`config.mk`:
```
export PLATFORM = sky130hd
export DESIGN_NAME = skne_ctrl
export DESIGN_NICKNAME = d
export VERILOG_FILES = /design/src/hdl/sorted_key_node_engine_unit_assert.svh /design/src/hdl/skne_pkg.sv /design/src/hdl/skne_ctrl.sv
export SDC_FILE = /design/constraint.sdc
export NUM_CORES = 1
export LEC_CHECK = 0
export BUFFER_PORTS_ARGS = -buffer_cell sky130_fd_sc_hd__buf_2
export CAP_MARGIN = 40
export CORE_AREA = 5 5 42 44
export DETAILED_ROUTE_END_ITERATION = 7
export DIE_AREA = 0 0 47 49
export GPL_ROUTABILITY_DRIVEN = 0
export PLACE_DENSITY = 0.48
export SLEW_MARGIN = 20
export SYNTH_ARGS = -nofsm -noshare
export SYNTH_HDL_FRONTEND = slang
export SYNTH_SLANG_ARGS = --single-unit
```
`constraint.sdc`:
```
create_clock -name clk -period 1.4 [get_ports clk]
set_input_delay 0.21 -clock clk [delete_from_list [all_inputs] [get_ports clk]]
set_output_delay 0.21 -clock clk [all_outputs]
set_load 0.05 [all_outputs]
```
`src/hdl/sorted_key_node_engine_unit_assert.svh`:
```
// Assertion macros for the sorted key node engine.
// Used at the end of the top level; expects clk and arst_n in scope.
`ifndef SORTED_KEY_NODE_ENGINE_UNIT_ASSERT_SVH
`define SORTED_KEY_NODE_ENGINE_UNIT_ASSERT_SVH

// The consequent must hold in the same cycle as the antecedent.
`define SKNE_ASSERT_SAME(lbl, ante, cons, msg) \
	lbl: assert property (@(posedge clk) disable iff (!arst_n) (ante) |-> (cons)) \
		else $error(msg);

// The consequent must hold in the cycle after the antecedent.
`define SKNE_ASSERT_NEXT(lbl, ante, cons, msg) \
	lbl: assert property (@(posedge clk) disable iff (!arst_n) (ante) |=> (cons)) \
		else $error(msg);

`endif

```
`src/hdl/skne_pkg.sv`:
```
// Shared types, field widths and codes of the sorted key node engine.
// No dependencies; used by the controller, the datapath and the top level.
package skne_pkg;

	localparam int CAPACITY_DEF  = 64;
	localparam int KEY_WIDTH_DEF = 32;

	localparam int OPC_W  = 3;
	localparam int KEY_W  = 32;
	localparam int PAGE_W = 32;
	localparam int SLOT_W = 17;
	localparam int POS_W  = 6;
	localparam int STAT_W = 2;
	localparam int IDX_W  = 7;

	localparam int S_TDATA_W = 88;
	localparam int M_TDATA_W = 96;

	localparam int APB_ADDR_W = 3;
	localparam int APB_DATA_W = 32;
	// paddr[2] selects the register word; word 0 is node_is_leaf.
	localparam logic REG_NODE_IS_LEAF = 1'b0;

	typedef logic [OPC_W-1:0]  opcode_t;
	typedef logic [STAT_W-1:0] status_t;

	localparam opcode_t OP_INSERT = 3'd0;
	localparam opcode_t OP_REMOVE = 3'd1;
	localparam opcode_t OP_LOOKUP = 3'd2;
	localparam opcode_t OP_ROUTE  = 3'd3;
	localparam opcode_t OP_LOWER  = 3'd4;
	localparam opcode_t OP_UPPER  = 3'd5;
	localparam opcode_t OP_READ   = 3'd6;

	localparam status_t STAT_OK       = 2'd0;
	localparam status_t STAT_DUP      = 2'd1;
	localparam status_t STAT_NOTFOUND = 2'd2;
	localparam status_t STAT_FULL     = 2'd3;

	typedef struct packed {
		logic load;
		logic srch_rd;
		logic srch_upd;
		logic fetch_rd;
		logic emit;
		logic sh_step;
		logic sh_done;
	} cmd_t;

	typedef struct packed {
		logic srch_more;
		logic out_busy;
		logic need_shift;
		logic sh_more;
		logic sh_busy;
	} sts_t;

endpackage

```
`src/hdl/skne_ctrl.sv`:
```
// Controller state machine of the sorted key node engine.
// Depends on skne_pkg for the command and status structs.
module skne_ctrl (
	input  logic          clk,
	input  logic          arst_n,
	input  logic          s_tvalid,
	input  skne_pkg::sts_t sts,
	output logic          s_tready,
	output skne_pkg::cmd_t cmd
);
	import skne_pkg::*;

	localparam logic [2:0] S_IDLE  = 3'd0;
	localparam logic [2:0] S_SRCH  = 3'd1;
	localparam logic [2:0] S_SCMP  = 3'd2;
	localparam logic [2:0] S_EVAL  = 3'd3;
	localparam logic [2:0] S_SHIFT = 3'd4;

	logic [2:0] state_q;
	logic [2:0] state_d;

	assign s_tready = (state_q == S_IDLE);

	always_comb begin
		state_d = state_q;
		cmd     = '0;
		unique case (state_q)
			S_IDLE: begin
				if (s_tvalid) begin
					cmd.load = 1'b1;
					state_d  = S_SRCH;
				end
			end
			S_SRCH: begin
				// Each probe reads one entry; when the range is empty the
				// entry at the found position is fetched instead.
				if (sts.srch_more) begin
					cmd.srch_rd = 1'b1;
					state_d     = S_SCMP;
				end else begin
					cmd.fetch_rd = 1'b1;
					state_d      = S_EVAL;
				end
			end
			S_SCMP: begin
				cmd.srch_upd = 1'b1;
				state_d      = S_SRCH;
			end
			S_EVAL: begin
				if (!sts.out_busy) begin
					cmd.emit = 1'b1;
					state_d  = sts.need_shift ? S_SHIFT : S_IDLE;
				end
			end
			S_SHIFT: begin
				if (sts.sh_more || sts.sh_busy) begin
					cmd.sh_step = 1'b1;
				end else begin
					cmd.sh_done = 1'b1;
					state_d     = S_IDLE;
				end
			end
			default: begin
				state_d = S_IDLE;
			end
		endcase
	end

	always_ff @(posedge clk or negedge arst_n) begin
		if (!arst_n) begin
			state_q <= S_IDLE;
		end else begin
			state_q <= state_d;
		end
	end

endmodule

```
Word level (Yosys, flattened, before mapping)
Cells that the tools add are included.
Operators by class
  mux-type cells: 18
  reduce and logical (&&, ||, !) cells: 3
  equal/unequal tests: 7
Operator list (count)
  3-bit one-hot mux with 5 select lines: 1
  1-bit two-way mux: 12
  3-bit two-way mux: 4
  3-bit by 2-bit == test with 1-bit output (second input constant): 2
  2-bit != test (second input constant): 3
  3-bit by 1-bit == test with 1-bit output (second input constant): 1
  3-bit == test (second input constant): 1
  3-bit logical NOT: 1
  3-bit AND reduction: 1
  2-bit two-way mux: 1
  1-bit logical OR: 1
Storage, ports and cells
  register bits: 3
  output and inout port bits: 8
  word-level logic and storage cells: 29
  input port bits: 8

Logic depth before layout (Yosys ltp)
Gate-level depths: netlist (run 1).
  depth after elaboration: 3
  gate-level depth with buffers: 2
  gate-level depth less buffers: 2

Least setup slack after synthesis (run 1)
No wires, ideal clock.
  kind: register -> output
  start point: register state_q[1]
  end point: output cmd[6] (netlist bit)
  path buffers: 0
  arrival: 2.125 ns
  slack: -0.935 ns
  cell stages (with the launch flop): 3
  data required time: 1.190 ns
  path through: dfrtp_1 nor3_1 and2_1
RTL lines
  from (decl): RTL line skne_ctrl.sv:19  | logic [2:0] state_q;
  from (signal assigned): RTL line skne_ctrl.sv:73  | state_q <= state_d;
  to (decl): RTL line skne_ctrl.sv:9  | output skne_pkg::cmd_t cmd

==> metrics.md, run 1 <==
| Metric | Value |
|---|---|
| Length of the first detailed-routing pass in iterations | 2 |
| Final Max Tran Viols | 0 |
| Worst Reg2Reg Path Length in Cells | 4 |
| Gr ovfl total | 0 |
| Number of register bits inferred by synthesis | 3 |
| Layout area overhead | 159% |
| Effective utilization at floorplan | 13.9% |
| Arrival time at the worst endpoint | 1.38 ns |
| Root cell of the clock tree | clkbuf_4 |
| Total number of clock tree sinks | 3 |
| Most area-consuming cells after synthesis | dfrtp_1 38%, nor3_1 10%, nand2b_1 9.6% |
| Unique cell type count in the Yosys netlist | 13 |
| Minimum clock period | 1.59 ns |
| Setup CP Type | reg2out |
| Post-place instance area | 385 sq um |
| TritonCTS clock tree | built |
| Worst Path Required | 1.19 ns |
| Transition time at the pin with the least slew margin | 0.257 ns |
| Clock transition time at the flip-flop clock pins of the worst setup and hold paths | roughly 0.040 ns |
| Clock latency on the worst-skew pair | 0.24 ns |
| Hold Path Stages | 2 |
| Maximum clock rate | roughly 630 MHz |
| Violated checks | setup timing |
| Port Buffers | 15 |
| Leading registers by flop count | state_q: 3 flops |
| Register area share after synthesis | around two fifths |
| Final worst setup slack | -0.194 ns |
| Site Rows | 14 |
| Number of instances in the synthesized netlist | 22 |
| Post-synth top area cell | dfrtp_1 |
| Post-route ant nets | 0 |
| Core region area | 1400 sq um |
| Summed negative setup slack over all endpoints | -0.914 ns |
| Most frequently used cell type in the post-synthesis netlist | nor3_1 |
| Dominant synthesized flop cell | dfrtp_1 |
| Top register by number of flip-flops | state_q |
| Leakage power summed over all cells | 0.000238 uW |
| Setup repair after global routing missed its margin | yes |
| Worst Setup Start Kind | register |
| Total die area | between 2000 and 2500 sq um |
| Post-synthesis cell area | approximately 200 sq um |
| Syn Area/Cell | 8.87 sq um |
| Share of final-layout standard cells stronger than drive strength 1 | 71.4% |
| Outcome | finished, violations left |
| Ratio of total power to cell area | 2280 nW/um^2 |
| Maximum number of pins on one net before global-route repair | 8 |
| Max-Cap Viols | 0 |
| Detailed router's first-iteration violation count | 1 |
| Number of top-level pins | 16 |
| Drt via density | 4.05 |
| FFs w/ async S/R, synth | 100% |
| Number of antenna repair diodes | 0 |
| Number of flip-flops under the largest register name | 3 |
| Die outline height | 49 um |
| Ranking of synthesized cells by instance count | 4 x nor3_1, 3 x dfrtp_1, 3 x nand2b_1 |
| Critical Path Sink Type | output port |
| Number of nets at the end of the flow | 58 |
| Area fraction of the dominant cell type after synthesis | ~38% |
| Highest fanout seen on the critical path | 3 |
| Worst IR drop on VDD | 0.891 mV |
| Worst slew slack as a fraction of its limit | 82.8% |
| Warnings, synthesis | 0 |
| Overall track demand over capacity in global routing | between 7 and 8% |
| Number of filler cells placed in the layout | 144 |
| Wire length after detailed routing | 768 um |
| Power consumption | 1150 uW |
| Number of antenna violations at the first check in global routing | 0 |
| CTS H-Tree Depth | 1 |
| Post-DP HPWL | 527 um |
| First-pass GRT wire length | 1.19 mm |
| Post-synth net total | 30 |
| Number of failing setup endpoints in the final timing report | 7 |
| Final Hold Violating Endpoints | 0 |
| Final Instance Area | between 500 and 600 sq um |
| Vias after detailed routing | 263 |
| Number of synthesized flops with an enable pin | 0 |
| Clk buf depth | 2 |
| Residual DRC count | 0 |
| Worst-case clock skew | ~0.0029 ns |
| Crit share post-route | 114% |
| Number of global-route vias before repair | between 200 and 300 |
| Width of the die | 47 um |
| Inserted Clock Buffers | 3 |
| Wire per inst | ~12 um |
| Hold Crit Class | in2reg |
cell families (layout without fill, tap and decap cells):
logic type	Yosys count	count (layout)	share of synthesized area [%]
AO/OA/AOI/OAI	3	3	11.5
buffers and inverters	2	29	3.85
flip-flops	3	3	38.5
AND/OR/NAND/NOR	14	14	46.2
routing by layer:
layer	wire length [um]	GRT usage, %	vias to the layer above	share of wire, %
li1	-	-	135	-
met4	22	9.68	0	2.9
met3	6	1.11	2	0.78
met5	0	0	-	0
met1	246	6.87	123	32
met2	493	13.1	3	64
worst max-delay path, cell delays in order (launching register included):
cell and delay (ns):
dfrtp_2 0.39, or3b_4 0.44, nor3_4 0.14, buf_6 0.18
final timing paths:
check	from	endpoint	slack [ns]
min in group asynchronous	arst_n	state_q[1]	0.29
max in group asynchronous	arst_n	state_q[0]	0.98
setup reg to reg	state_q[2]	state_q[2]	0.27
hold reg to reg	state_q[1]	state_q[1]	0.62
hold / removal	sts[2]	state_q[2]	0.19
setup / recovery	state_q[1]	cmd[0]	-0.19
repair_timing:
action	4_1_cts	5_1_grt
endpoints found under the hold margin	3	0
endpoints found under the setup margin	8	8
pin swaps	2	2
buffers inserted	0	2
resized for setup	18	3
hold buffers	1	0
cloned	0	0
cell usage in the layout (no fill, tap or decap):
cell type,instances
buf_2,7
buf_6,7
buf_4,6
nand2b_1,3
nor3_4,3
clkbuf_4,3
inv_1,2
buf_8,2
dfrtp_2,2
nor3_2,1
or3b_4,1
and4bb_1,1
nor2_1,1
nor2_4,1
nor3b_4,1
and2_4,1
and3b_1,1
a311oi_1,1
a21oi_1,1
o2bb2ai_1,1
clkbuf_1,1
dlygate4sd3_1,1
dfrtp_1,1
metrics by stage:
| step | cells | utilization [%] | hold WS [ns] | worst slack, ns |
|---|---|---|---|---|
| after global placement | 58 | 27.5 | 0.0114 | -0.0510 |
| after CTS | 63 | 34.0 | 0.177 | -0.195 |
| after global routing | 65 | 36.1 | 0.188 | -0.236 |
| after floorplan | 22 | - | -0.0856 | -0.159 |
| final | 65 | 36.1 | 0.188 | -0.194 |
| after detailed placement | 58 | 27.5 | 0.0117 | -0.0622 |
report_power, final:
group | switching, uW | leakage [uW] | total [uW] | internal [uW]
Combinational | 484 | 0.000188 | 847 | 363
Clock | 52.2 | 0.0000150 | 159 | 107
Sequential | 20.2 | 0.0000352 | 148 | 128
cell type report:
| cell class | instances | area (sq um) | area share [%] |
|---|---|---|---|
| inverter | 2 | 7.51 | 1.49 |
| timing repair buffer | 23 | 199 | 39.4 |
| multi-input combinational | 17 | 175 | 34.7 |
| sequential | 3 | 77.6 | 15.3 |
| tap | 16 | 20.0 | 3.96 |
| clock buffer | 4 | 26.3 | 5.20 |
(Power assumes the default switching activity.)
==> run 2: changes to the inputs <==
--- a/config.mk
+++ b/config.mk
@@ -11,7 +11,6 @@
 export DETAILED_ROUTE_END_ITERATION = 7
 export DIE_AREA = 0 0 47 49
 export GPL_ROUTABILITY_DRIVEN = 0
-export PLACE_DENSITY = 0.48
 export SLEW_MARGIN = 20
 export SYNTH_ARGS = -nofsm -noshare
 export SYNTH_HDL_FRONTEND = slang
==> metrics.md, run 2 (same netlist as run 1, synthesis figures left out) <==
| Metric | Value |
|---|---|
| Outcome | finished, violations left |
| Violated checks | setup timing |
| Number of top-level pins | 16 |
| Core region area | 1400 sq um |
| Hold Path Stages | 2 |
| Final Hold Violating Endpoints | 0 |
| Critical Path Sink Type | output port |
| Share of final-layout standard cells stronger than drive strength 1 | 73.5% |
| Final worst hold slack | 0.185 ns |
| First-pass GRT wire length | 1.09 mm |
| Width of the die | 47 um |
| Hold Path Origin | sts[2] |
| Number of failing setup endpoints in the final timing report | 8 |
| Wire per inst | between 10 and 15 um |
| Effective utilization at floorplan | 13.9% |
| Cell family with the largest share of critical-path delay | simple AND/OR/NAND/NOR gates |
| Die outline height | 49 um |
| Number of filler cells placed in the layout | ~150 |
| Final worst setup slack | -0.189 ns |
| Layout area overhead | 169% |
| Overall track demand over capacity in global routing | 6.98% |
| Logic pwr share | 73.1% |
| Power share of the sequential group | 13.5% |
| Minimum clock period | 1.59 ns |
| Port Buffers | 15 |
| Hold worst-path end | state_q[2] |
| Cells along the critical path | or3b_4, nor3_4, buf_6 |
| Post-DP HPWL | 510 um |
| Worst Path Required | ~1.2 ns |
| Number of antenna repair diodes | 0 |
| Cell with the largest stage delay on the worst path | or3b_4 |
| Leakage power summed over all cells | 0.000241 uW |
| Inserted Clock Buffers | 3 |
| Number of nets at the end of the flow | 58 |
| Leading cell types in the layout, fill and taps excluded | 10 x buf_6, 7 x buf_2, 3 x nor3_4, 3 x clkbuf_4, 3 x buf_4 |
| Max-Cap Viols | 0 |
| Hold Crit Class | in2reg |
| Worst Setup Start Kind | register |
| Setup slack on the worst flop-to-flop path | 0.26 ns |
| Leading cell type in the layout, fill and taps excluded | buf_6 |
| Beginning of the critical path | state_q[1] |
| CP peak stage delay | 0.44 ns |
| Site Rows | 14 |
| Transition time at the pin with the least slew margin | 0.247 ns |
| Wire length after detailed routing | 693 um |
| Clock transition time at the flip-flop clock pins of the worst setup and hold paths | 0.04 ns |
| Vias after detailed routing | 269 |
| Worst-case clock skew | 0.00227 ns |
| Clock latency on the worst-skew pair | around 0.24 ns |
| Gr ovfl total | 0 |
| Worst IR drop on VDD | 0.862 mV |
| Leading registers by flop count | state_q: 3 flops |
| Post-route ant nets | 0 |
| Residual DRC count | 0 |
| Total buffers and inverters traversed by the critical path | 1 |
| Root cell of the clock tree | clkbuf_4 |
| Ratio of total power to cell area | 2210 nW/um^2 |
| Power consumption | 1160 uW |
| Length of the first detailed-routing pass in iterations | 4 |
| Drt via density | 4.14 |
| Total number of clock tree sinks | 3 |
| Worst Reg2Reg Path Length in Cells | 4 |
| Clk buf depth | 2 |
| Setup repair after global routing missed its margin | yes |
| Startpoint of the worst register-to-register path | state_q[1] |
| Arrival time at the worst endpoint | 1.38 ns |
| Setup CP Type | reg2out |
| Fraction of power spent switching nets | 48.0% |
| Total die area | ~2300 sq um |
| Highest fanout seen on the critical path | 3 |
| Detailed router's first-iteration violation count | 5 |
| R2R Path End | state_q[2] |
| Top register by number of flip-flops | state_q |
| Crit share post-route | 113% |
| Number of antenna violations at the first check in global routing | 0 |
| Worst slew slack as a fraction of its limit | between 80% and 90% |
| Number of global-route vias before repair | ~270 |
| Share of power burned in the clock network | 13.3% |
| Final Max Tran Viols | 0 |
| Maximum clock rate | 629 MHz |
| Int Power | 603 uW |
| Number of flip-flops under the largest register name | 3 |
| CTS H-Tree Depth | 1 |
| TritonCTS clock tree | built |
| Maximum number of pins on one net before global-route repair | 8 |
| Switching power summed over all nets | 555 uW |
run 2: cell types whose count changed in the layout (fill, tap and decap cells not counted):
cell / delta
buf_6: +3
nand2b_4: +1
nand2b_1: -1
buf_4: -3
run 2: final cells by class:
| type | count | area (sq um) | area share, % |
|---|---|---|---|
| Clock buffer | 4 | 26.3 | 5.01 |
| Inverter | 2 | 7.51 | 1.43 |
| Multi-Input combinational cell | 17 | 183 | 34.8 |
| Sequential cell | 3 | 77.6 | 14.8 |
| Tap cell | 16 | 20.0 | 3.82 |
| Timing Repair Buffer | 23 | 210 | 40.1 |
run 2: what timing repair did:
action,4_1_cts,5_1_grt
endpoints found under the hold margin,3,0
gates resized for setup,20,6
hold buffers,1,0
setup endpoints to repair,8,8
pin swaps,5,4
gates cloned,0,0
setup buffers,1,2
run 2: power by group through the flow:
stage,Combinational [uW],Clock (uW),Sequential (uW)
2_1_floorplan,402,0,207
3_3_place_gp,642,0,149
3_5_place_dp,646,0,152
4_1_cts,785,153,157
5_1_grt,895,168,161
6_report,847,154,157
run 2: how the worst max path moves through the flow:
stage	slack, ns	cells past startpoint	endpoint
after global routing	-0.26	3	cmd[0]
after CTS	-0.19	3	cmd[0]
after global placement	-0.05	3	cmd[0]
after detailed placement	-0.06	3	cmd[0]
final	-0.19	3	cmd[0]
after floorplan	-0.16	2	cmd[0]
run 2: worst reg2reg max path, stage by stage (launching register included):
cell	delay [ns]
dfrtp_2	0.40
buf_4	0.17
and4bb_1	0.22
buf_4	0.13
o2bb2ai_1	0.10
run 2: stage by stage:
step | cells | utilization (%) | instance area (sq um) | setup WS [ns] | setup TNS [ns]
2_1_floorplan | 22 | - | 253 | -0.159 | -0.402
4_1_cts | 63 | 34.6 | 484 | -0.191 | -0.452
3_5_place_dp | 57 | 27.0 | 378 | -0.0643 | -0.0643
3_3_place_gp | 57 | 27.0 | 378 | -0.0480 | -0.0480
5_1_grt | 65 | 37.4 | 524 | -0.256 | -1.14
6_report | 65 | 37.4 | 524 | -0.189 | -0.718
run 2: metal layers:
layer / vias to the layer above / part of all wire (%) / track usage [%]
li1: 134 / - / -
met2: 9 / 52 / 9.28
met4: 0 / 2.0 / 8.29
met3: 2 / 7.1 / 1.48
met5: - / 0 / 0
met1: 124 / 39 / 7.95
==> run 3: changes to the inputs <==
--- a/config.mk
+++ b/config.mk
@@ -11,6 +11,7 @@
 export DETAILED_ROUTE_END_ITERATION = 7
 export DIE_AREA = 0 0 47 49
 export GPL_ROUTABILITY_DRIVEN = 0
+export PLACE_DENSITY_LB_ADDON = 0.3
 export SLEW_MARGIN = 20
 export SYNTH_ARGS = -nofsm -noshare
 export SYNTH_HDL_FRONTEND = slang
==> metrics.md, run 3 (same netlist as run 1, synthesis figures left out) <==
| Metric | Value |
|---|---|
| Leading cell types in the layout, fill and taps excluded | 9 x buf_6, 7 x buf_2, 3 x nor3_4, 3 x clkbuf_4 |
| CTS H-Tree Depth | 1 |
| Max-Cap Viols | 0 |
| Worst slack at placement | -0.0647 ns |
| Ratio of total power to cell area | 2260 nW/um^2 |
| Port Buffers | 15 |
| Outcome | finished, violations left |
| Minimum clock period | between 1.5 and 2 ns |
| Critical Path Sink Type | output port |
| Worst-case clock skew | 0.00137 ns |
| Leading cell type in the layout, fill and taps excluded | buf_6 |
| Post-route ant nets | 0 |
| Overall track demand over capacity in global routing | under 10% |
| Highest fanout seen on the critical path | 3 |
| Maximum number of pins on one net before global-route repair | 8 |
| Width of the die | between 40 and 50 um |
| Violated checks | setup timing |
| Inserted Clock Buffers | 3 |
| Number of filler cells placed in the layout | 159 |
| Summed negative setup slack over all endpoints | -0.444 ns |
| Power consumption | 1110 uW |
| Wire length after detailed routing | 635 um |
| Top register by number of flip-flops | state_q |
| Number of flip-flops under the largest register name | 3 |
| Wire per inst | 10.2 um |
| Residual DRC count | 0 |
| Final Max Tran Viols | 0 |
| Root cell of the clock tree | clkbuf_4 |
| Gr ovfl total | 0 |
| Number of antenna violations at the first check in global routing | 0 |
| Worst slew slack as a fraction of its limit | 84.0% |
| Leakage power summed over all cells | 0.000224 uW |
| Core region area | around 1400 sq um |
| Die outline height | 49 um |
| Share of final-layout standard cells stronger than drive strength 1 | a little under three quarters |
| Leading registers by flop count | state_q: 3 flops |
| Layout area overhead | 151% |
| Effective utilization at floorplan | approximately 14% |
| Number of top-level pins | 16 |
| Maximum clock rate | 632 MHz |
| Vias after detailed routing | 262 |
| Clock latency on the worst-skew pair | 0.24 ns |
| Number of failing setup endpoints in the final timing report | 4 |
| Total die area | 2300 sq um |
| First-pass GRT wire length | 1.10 mm |
| Post-DP HPWL | between 500 and 600 um |
| Final Hold Violating Endpoints | 0 |
| Number of nets at the end of the flow | 55 |
| Detailed router's first-iteration violation count | 3 |
| Drt via density | about 4.2 |
| Clock transition time at the flip-flop clock pins of the worst setup and hold paths | 0.04 ns |
| Clk buf depth | 2 |
| Setup slack on the worst flop-to-flop path | 0.32 ns |
| Site Rows | 14 |
| Crit share post-route | 113% |
| Transition time at the pin with the least slew margin | 0.239 ns |
| Final worst setup slack | -0.182 ns |
| Worst Path Required | ~1.2 ns |
| Number of global-route vias before repair | approximately 260 |
| Setup CP Type | reg2out |
| Worst Setup Start Kind | register |
| Hold Crit Class | in2reg |
| Number of antenna repair diodes | 0 |
| Worst IR drop on VDD | 0.786 mV |
| Length of the first detailed-routing pass in iterations | 4 |
| TritonCTS clock tree | built |
| Total number of clock tree sinks | 3 |
| Arrival time at the worst endpoint | about 1.4 ns |
| Setup repair after global routing missed its margin | yes |
==> run 3: changes by cell type in the layout (fill, tap and decap cells not counted) <==
cell   previous run  this run
buf_4             3         2
buf_6            10         9
buf_8             2         1
==> run 3: what timing repair did <==
item | in CTS | in global routing
buffers inserted | 0 | 0
resized for setup | 23 | 0
hold endpoints to repair | 3 | 0
setup endpoints to repair | 8 | 8
pin swaps | 4 | 3
hold buffers | 1 | 0
==> run 3: routing by layer <==
metal | up-vias | wire (um) | share of wire, % | track usage (%)
li1 | 129 | - | - | -
met3 | 0 | 49 | 7.7 | 6.27
met1 | 124 | 231 | 36 | 7.56
met2 | 9 | 355 | 56 | 9.28
met4 | 0 | 0 | 0 | 2.76
met5 | - | 0 | 0 | 0
==> run 3: per-stage QoR <==
stage          hold slack, ns  util, %  cells  area [sq um]
4_1_cts                 0.166     35.0     62           490
3_3_place_gp           0.0100     27.0     57           378
3_5_place_dp           0.0121     27.0     57           378
5_1_grt                 0.166     35.0     62           490
2_1_floorplan         -0.0856        -     22           253
6_report                0.176     35.0     62           490
==> run 3: layout make-up <==
cell class	instances	area, sq um	area share [%]
multi-input combinational	17	183	37.2
timing repair buffer	20	176	36.0
sequential	3	77.6	15.8
clock buffer	4	26.3	5.36
tap	16	20.0	4.08
inverter	2	7.51	1.53
==> run 3: worst max-delay path, cell delays in order (launching register included) <==
cell and delay (ns):
dfrtp_2 0.39, or3b_4 0.43, nor3_4 0.13, buf_6 0.18
==> run 3: where the power goes <==
group / switching (uW) / total [uW] / internal (uW) / leakage, uW
sequential: 22.9 / 151 / 128 / 0.0000352
combinational: 466 / 800 / 333 / 0.000174
clock: 51.8 / 159 / 107 / 0.0000150
==> run 3: path summary, 6_finish.rpt <==
check	from	to	cells after the start
setup / recovery	state_q[1]	cmd[0]	3
hold / removal	sts[2]	state_q[2]	2
setup reg to reg	state_q[1]	state_q[0]	3
hold reg to reg	state_q[2]	state_q[0]	2
max in group asynchronous	arst_n	state_q[0]	2
min in group asynchronous	arst_n	state_q[1]	2
